===== src/design/bba_pkg.sv =====
// Shared constants, codes and types of the buddy block allocator.
package bba_pkg;

    localparam int BLOCK_COUNT = 1024;
    localparam int MAX_ORDER   = 10;
    localparam int NUM_LISTS   = MAX_ORDER + 1;
    localparam int IDX_W       = $clog2(BLOCK_COUNT);
    localparam int CNT_W       = IDX_W + 1;
    localparam int ORD_W       = 4;
    localparam int TAG_W       = $clog2(MAX_ORDER + 2);
    localparam int STAT_W      = 3;

    localparam logic [CNT_W-1:0] NIL_LINK = CNT_W'(BLOCK_COUNT);

    typedef enum logic [1:0] {
        CMD_INIT  = 2'd0,
        CMD_ALLOC = 2'd1,
        CMD_FREE  = 2'd2,
        CMD_NOP   = 2'd3
    } cmd_t;

    typedef enum logic [STAT_W-1:0] {
        ST_OK        = 3'd0,
        ST_NOT_INIT  = 3'd1,
        ST_BAD_ORDER = 3'd2,
        ST_NO_MEM    = 3'd3,
        ST_BAD_INDEX = 3'd4
    } status_t;

    typedef enum logic [4:0] {
        OP_NONE,
        OP_LOAD,
        OP_START,
        OP_CLEAR,
        OP_CARVE,
        OP_INIT_END,
        OP_APP_UNL,
        OP_APP_LINK,
        OP_APP_TAIL,
        OP_UNLINK,
        OP_SPLIT,
        OP_MAP_START,
        OP_MAPSET,
        OP_FIN,
        OP_SCAN_START,
        OP_SCAN,
        OP_TAG_RD,
        OP_MERGE,
        OP_OUT
    } dp_op_t;

    typedef enum logic [3:0] {
        S_IDLE,
        S_DECODE,
        S_CLEAR,
        S_CARVE,
        S_APP_UNL,
        S_APP_LINK,
        S_APP_TAIL,
        S_UNLINK,
        S_SPLIT,
        S_MAPSET,
        S_MRG,
        S_SCAN,
        S_MRG_CHK,
        S_DONE
    } state_t;

    typedef struct packed {
        cmd_t cmd;
        logic pre_ok;
        logic clr_last;
        logic carve_end;
        logic split_more;
        logic map_last;
        logic merge_top;
        logic scan_done;
        logic scan_hit;
        logic tag_match;
    } dp_stat_t;

endpackage


===== src/design/bba_ctrl.sv =====
// Controller state machine sequencing the allocator datapath.
module bba_ctrl (
    input  logic              clk,
    input  logic              rst_n,
    input  logic              in_valid,
    output logic              in_ready,
    output logic              out_valid,
    input  logic              out_ready,
    input  bba_pkg::dp_stat_t stat,
    output bba_pkg::dp_op_t   op
);
    import bba_pkg::*;

    state_t state_reg, state_next;
    logic   out_valid_reg, out_valid_next;

    always_ff @(posedge clk or negedge rst_n)
    begin
        if (!rst_n)
        begin
            state_reg     <= S_IDLE;
            out_valid_reg <= 1'b0;
        end
        else
        begin
            state_reg     <= state_next;
            out_valid_reg <= out_valid_next;
        end
    end

    always_comb
    begin
        state_next     = state_reg;
        op             = OP_NONE;
        out_valid_next = out_valid_reg && !out_ready;
        in_ready       = 1'b0;
        unique case (state_reg)
            S_IDLE:
            begin
                in_ready = 1'b1;
                if (in_valid)
                begin
                    op         = OP_LOAD;
                    state_next = S_DECODE;
                end
            end
            S_DECODE:
            begin
                op = OP_START;
                if (!stat.pre_ok)
                    state_next = S_DONE;
                else if (stat.cmd == CMD_INIT)
                    state_next = S_CLEAR;
                else if (stat.cmd == CMD_ALLOC)
                    state_next = S_UNLINK;
                else
                    state_next = S_MAPSET;
            end
            S_CLEAR:
            begin
                op = OP_CLEAR;
                if (stat.clr_last)
                    state_next = S_CARVE;
            end
            S_CARVE:
            begin
                if (stat.carve_end)
                begin
                    op         = OP_INIT_END;
                    state_next = S_DONE;
                end
                else
                begin
                    op         = OP_CARVE;
                    state_next = S_APP_UNL;
                end
            end
            S_APP_UNL:
            begin
                op         = OP_APP_UNL;
                state_next = S_APP_LINK;
            end
            S_APP_LINK:
            begin
                op         = OP_APP_LINK;
                state_next = S_APP_TAIL;
            end
            S_APP_TAIL:
            begin
                op = OP_APP_TAIL;
                if (stat.cmd == CMD_INIT)
                    state_next = S_CARVE;
                else if (stat.cmd == CMD_ALLOC)
                    state_next = S_SPLIT;
                else
                    state_next = S_DONE;
            end
            S_UNLINK:
            begin
                op         = OP_UNLINK;
                state_next = S_SPLIT;
            end
            S_SPLIT:
            begin
                if (stat.split_more)
                begin
                    op         = OP_SPLIT;
                    state_next = S_APP_UNL;
                end
                else
                begin
                    op         = OP_MAP_START;
                    state_next = S_MAPSET;
                end
            end
            S_MAPSET:
            begin
                op = OP_MAPSET;
                if (stat.map_last)
                    state_next = (stat.cmd == CMD_ALLOC) ? S_DONE : S_MRG;
            end
            S_MRG:
            begin
                if (stat.merge_top)
                begin
                    op         = OP_FIN;
                    state_next = S_APP_UNL;
                end
                else
                begin
                    op         = OP_SCAN_START;
                    state_next = S_SCAN;
                end
            end
            S_SCAN:
            begin
                if (!stat.scan_done)
                    op = OP_SCAN;
                else if (stat.scan_hit)
                begin
                    op         = OP_FIN;
                    state_next = S_APP_UNL;
                end
                else
                begin
                    op         = OP_TAG_RD;
                    state_next = S_MRG_CHK;
                end
            end
            S_MRG_CHK:
            begin
                if (stat.tag_match)
                begin
                    op         = OP_MERGE;
                    state_next = S_MRG;
                end
                else
                begin
                    op         = OP_FIN;
                    state_next = S_APP_UNL;
                end
            end
            S_DONE:
            begin
                if (!out_valid_reg || out_ready)
                begin
                    op             = OP_OUT;
                    out_valid_next = 1'b1;
                    state_next     = S_IDLE;
                end
            end
            default:
                state_next = S_IDLE;
        endcase
    end

    assign out_valid = out_valid_reg;

endmodule


===== config.mk =====
export PLATFORM = sky130hd
export DESIGN_NAME = bba_ctrl
export DESIGN_NICKNAME = d
export VERILOG_FILES = /design/src/design/bba_pkg.sv /design/src/design/bba_ctrl.sv
export SDC_FILE = /design/constraint.sdc
export NUM_CORES = 1
export LEC_CHECK = 0
export ABC_AREA = 1
export BUFFER_PORTS_ARGS = -buffer_cell sky130_fd_sc_hd__buf_2
export CORE_MARGIN = 2
export CORE_UTILIZATION = 45
export DETAILED_ROUTE_END_ITERATION = 7
export PLACE_DENSITY_LB_ADDON = 0.15
export SLEW_MARGIN = 20
export SYNTH_ARGS = -nofsm -noshare
export SYNTH_HDL_FRONTEND = slang
export SYNTH_SLANG_ARGS = --single-unit

===== constraint.sdc =====
create_clock -name clk -period 1.27 [get_ports clk]
set_input_delay 0.127 -clock clk [delete_from_list [all_inputs] [get_ports clk]]
set_output_delay 0.127 -clock clk [all_outputs]
set_load 0.02 [all_outputs]

## Word-level counts from Yosys, hierarchy flattened

Cells that the tools add are included.

| storage, ports and cells | value |
|---|---|
| flip-flop bits (word level) | 5 |
| input bits | 15 |
| output and inout port bits | 7 |
| logic and storage cells | 57 |

| operators by class | value |
|---|---|
| eq/ne operators | 19 |
| muxes and demuxes | 29 |
| reductions and logical operators | 7 |

Operator list:

| operator | number |
|---|---|
| $pmux 5 s14 | 1 |
| $mux 4 | 14 |
| $pmux 4 s14 | 1 |
| $eq 4x4->1 const B | 6 |
| $mux 5 | 4 |
| $eq 4x3->1 const B | 4 |
| $ne 2x2->1 const B | 5 |
| $eq 4x2->1 const B | 2 |
| $mux 1 | 6 |
| $mux 3 | 2 |
| $reduce_and 5->1 | 1 |
| $eq 4x1->1 const B | 1 |
| $logic_not 4->1 | 1 |
| $eq 2x1->1 const B | 1 |
| $logic_not 1->1 | 2 |
| $logic_not 2->1 | 1 |
| $mux 2 | 1 |
| $logic_and 1x1->1 | 1 |
| $logic_or 1x1->1 | 1 |

## Longest topological paths before layout

| logic depth | value |
|---|---|
| depth in word-level cells | 5 |
| gate-level depth with buffers | 9 |
| mapped depth without buffers | 9 |

## Worst setup path after synthesis

OpenSTA, ideal clock, no wires.

| path | value |
|---|---|
| path kind | reg-to-reg |
| start | register state_reg[1] |
| end | register state_reg[0] |
| setup time | 117 ps |
| arrival time | 1200 ps |
| data required time | 1153 ps |
| setup slack | -47 ps |
| cell stages (with the launch flop) | 9 |
| buffers on the path | 0 |
| clock period less this slack | 1317 ps |
| cell sequence | dfrtp_1 inv_2 nand2_1 nor2_2 nand2_1 nand3_1 nor2_2 nand2_1 nand2_1 |

| on the way | value |
|---|---|
| word-level cells in the longest chain between the ends | 3 |
| elaborated cells on any way between the ends | 21 |
| those cells by class | 18 x eq/ne; 1 x mux; 2 x reduce/logical |

Ends and longest elaborated chain:

| what | line | source |
|---|---|---|
| start, declared | bba_ctrl.sv:14 | `state_t state_reg, state_next;` |
| start signal, assigned | bba_ctrl.sv:26 | `state_reg <= state_next;` |
| $eq 4x4->1 (tied with other cells) | bba_ctrl.sv:37 | `unique case (state_reg)` |
| $ne 2x2->1 (no source line) | -- |  |
| $reduce_and 5->1 (no source line) | -- |  |

Parallel ways exist; a longest one is shown, timed or not.
A chain may end at the register's enable or synchronous reset.

## Worst setup path in the final report

| path | value |
|---|---|
| start | register state_reg[0] |
| end | output port op[0] |

| on the way | value |
|---|---|
| word-level cells in the longest chain between the ends | 2 |
| elaborated cells on any way between the ends | 15 |
| those cells by class | 13 x eq/ne; 1 x mux; 1 x reduce/logical |

Ends and longest elaborated chain:

| what | line | source |
|---|---|---|
| $eq 4x4->1 (tied with other cells) | bba_ctrl.sv:37 |  |
| $pmux 5 s14 * | bba_ctrl.sv:37 |  |
| end, declared | bba_ctrl.sv:10 | `output bba_pkg::dp_op_t op` |

Every way passes the cells marked *; elsewhere a longest branch is shown, timed or not.

==> flow_metrics.py <==
metrics = {
    "worst_setup_path": {
        "crit_slowest_cell": "dfrtp_2",
        "r2r_cells": 11,
        "crit_path_max_fanout": 5,
        "worstSetupPathType": "register to output port",
        "worst_setup_path_end_kind": "output port",
        "worst_path_most_repeated_cell": "nand2_1",
        "critPathArrivalTime_ns": 1.55,
        "regToRegStartpoint": "state_reg[2]$_DFFE_PN0P_",
        "start_kind": "register",
        "reg2reg_to": "state_reg[0]$_DFFE_PN0P_",
        "path_cells": "inv_2 > nand2_1 > nor2_2 > nand2_1 > nand4_1 > buf_4",
        "required_ns": 1.14,
        "critPathMaxStageDelay_ns": 0.47,
        "r2r_slack_ns": -0.32,
    },
    "floorplan": {
        "start_util": 0.4739,
        "row_count": 14,
        "die_area_um2": 1901,
        "coreArea_um2": 1489,
        "boundaryPins": 22,
        "die_x_um": 43.60,
        "die_h_um": 43.60,
    },
    "layout": {
        "n_antenna_cell": 0,
        "areaGrowthSynthToFinish_pct": 76.60,
        "finalNonFillerCells": 218,
        "fin_util": 0.8370,
        "drive_gt1_frac": 0.4802,
        "largest_reg_flops": 4,
        "final_nets": 218,
    },
    "yosys": {
        "synth_top_family_by_area": "simple AND/OR/NAND/NOR gates",
        "synthDistinctLibCells": 13,
        "synthAdderAreaFrac": 0,
        "yosysWarnings": 0,
        "synth_cells": 148,
        "ys_seq_elements": 5,
        "synth_area_um2": 705.7,
        "syn_nets": 163,
        "synth.mux.area_fraction": 0,
        "yosysSeqAreaShare": 0.1773,
        "postSynthAreaPerCell_um2": 4.768,
        "synth_xor_area_frac": 0,
        "synth-simple-area-share": 0.6596,
        "synth-compound-area-share": 0.03014,
    },
    "sta": {
        "tightestPinTransition_ns": 0.2791,
        "drv_slew": 0,
        "fin_tns_setup_ns": -3.037,
        "clock_skew_ns": 0.01470,
        "hold_viol_final": 0,
        "whs_ns": 0.1258,
        "rsz0062_at_grt": "true",
        "final.min_clock_period_ns": 1.679,
        "max_freq_mhz": 595.6,
        "final.setup.worst_slack_ns": -0.4090,
        "fin_crit_sh": 1.322,
        "finalSetupViolCount": 10,
        "slew_headroom": 0.8133,
    },
    "detailed_routing": {
        "drt_iter0_drc": 79,
        "wirelength_um": 3142,
        "ant_nets": 0,
        "routedWlPerCell_um": 14.41,
        "viasPerCell": 5.642,
        "drc": 0,
        "vias": 1230,
        "drtPass1Iterations": 4,
    },
    "status": {
        "status": "finished with violations",
        "violations": "setup timing",
    },
    "clock_network": {
        "h-tree-depth": 1,
        "clk_pin_slew_ns": 0.06,
        "clockBufferDepth": 2,
        "root_buffer": "clkbuf_4",
        "cts_tree": "yes",
        "cts.sinks": 5,
        "clk_latency_ns": 0.25,
        "numCtsBuffers": 3,
    },
    "run": {
        "max_cap_viol_count": 0,
    },
    "placement": {
        "portBuffers": 21,
        "dp.cells": 202,
        "gp_congestion": 0.9105,
        "dpl.hpwl_um": 1798,
    },
    "power_and_ir_drop": {
        "peakVddDrop_mv": 1.654,
        "p_per_area_nw_per_um2": 2479,
        "p_leak_uw": 0.0007712,
        "fin_total_pwr_uw": 3090,
    },
    "global_route": {
        "antenna_found_initial": 0,
        "grt_pass1_vias": 1029,
        "grt_pass1_wl_um": 4264,
        "overflow": 0,
        "track_usage": 0.2952,
        "grt_max_degree": 8,
    },
    "hold_path": {
        "holdPathStages": 2,
        "min_delay_worst_endpoint": "out_valid$_DFF_PN0_",
        "min_path_type": "input port to register",
        "hold_start": "out_ready",
    },
}
==> area by class of cell <==
cell class                      count  area, µm²
Clock buffer                        3      22.52
Clock inverter                      1      5.005
Fill cell                          96      242.7
Inverter                           25      101.3
Multi-Input combinational cell    118      614.3
Sequential cell                     5      130.1
Tap cell                           16      20.02
Timing Repair Buffer               50      352.8
==> metrics by stage <==
| step | setup slack (ns) | area, µm² |
|---|---|---|
| finish | -0.4090 | 1246 |
| global route | -0.4561 | 1246 |
| CTS | -0.3158 | 1156 |
| detailed placement | -0.1801 | 963.4 |
| global placement | -0.1584 | 963.4 |
| floorplan | 0.01640 | 710.7 |
==> critical path: cells and delay by family (launching register included) <==
family / cells / cell delay (ns)
AND/OR/NAND/NOR: 4 / 0.57
flip-flops: 1 / 0.47
buffers and inverters: 2 / 0.26
==> Yosys cell counts <==
master	count	area, µm²
o21ai_0	2	10.01
nor2_2	3	18.77
nand4_1	4	25.02
nor3_1	2	10.01
nand2_1	62	232.7
inv_1	23	86.33
dfrtp_1	5	125.1
nor2_1	30	112.6
inv_2	2	7.510
nand3_1	12	60.06
o22ai_1	1	6.260
a21oi_1	1	5.000
nand2_2	1	6.260
==> how the worst max path moves through the flow <==
stage	startpoint	to	slack, ns	cells past startpoint
2_1_floorplan	state_reg[3]$_DFFE_PN0P_	op[2]	0.02	6
3_3_place_gp	state_reg[1]$_DFFE_PN0P_	op[1]	-0.16	7
3_5_place_dp	state_reg[1]$_DFFE_PN0P_	op[1]	-0.18	7
4_1_cts	state_reg[1]$_DFFE_PN0P_	op[2]	-0.32	7
5_1_grt	state_reg[2]$_DFFE_PN0P_	op[0]	-0.46	6
6_report	state_reg[0]$_DFFE_PN0P_	op[0]	-0.41	6
==> what timing repair did <==
item	4_1_cts	5_1_grt
hold endpoints to repair	5	0
setup endpoints to repair	10	10
pin swaps	8	12
hold buffers	1	0
resized for setup	39	20
buffers inserted	7	4
==> power by group <==
part	switching (µW)	internal [µW]
Sequential	157	244
Combinational	1430	1060
Clock	78.1	115
==> cell families after synthesis <==
| family | after synthesis |
|---|---|
| simple gates | 114 |
| buf+inv | 25 |
| flops | 5 |
| compound gates | 4 |
==> per-layer routing <==
layer	track usage	wire length [µm]
met2	0.4971	1444
met4	0.09091	151
met3	0.07917	328
met5	0	0
met1	0.3648	1219
==> cells in the final DEF, fill, tap and decap left out <==
cell type and count:
a21oi_1 1, buf_2 16, buf_4 29, buf_6 4, clkbuf_4 3, clkinv_2 1, dfrtp_1 1, dfrtp_2 4
dlygate4sd3_1 1, inv_1 18, inv_2 4, inv_4 3, nand2_1 52, nand2_2 7, nand2_4 4, nand3_1 9
nand3_2 3, nand4_1 4, nor2_1 18, nor2_2 11, nor2_4 4, nor3_2 2, o21ai_2 2, o22ai_1 1
(Power assumes the default switching activity.)
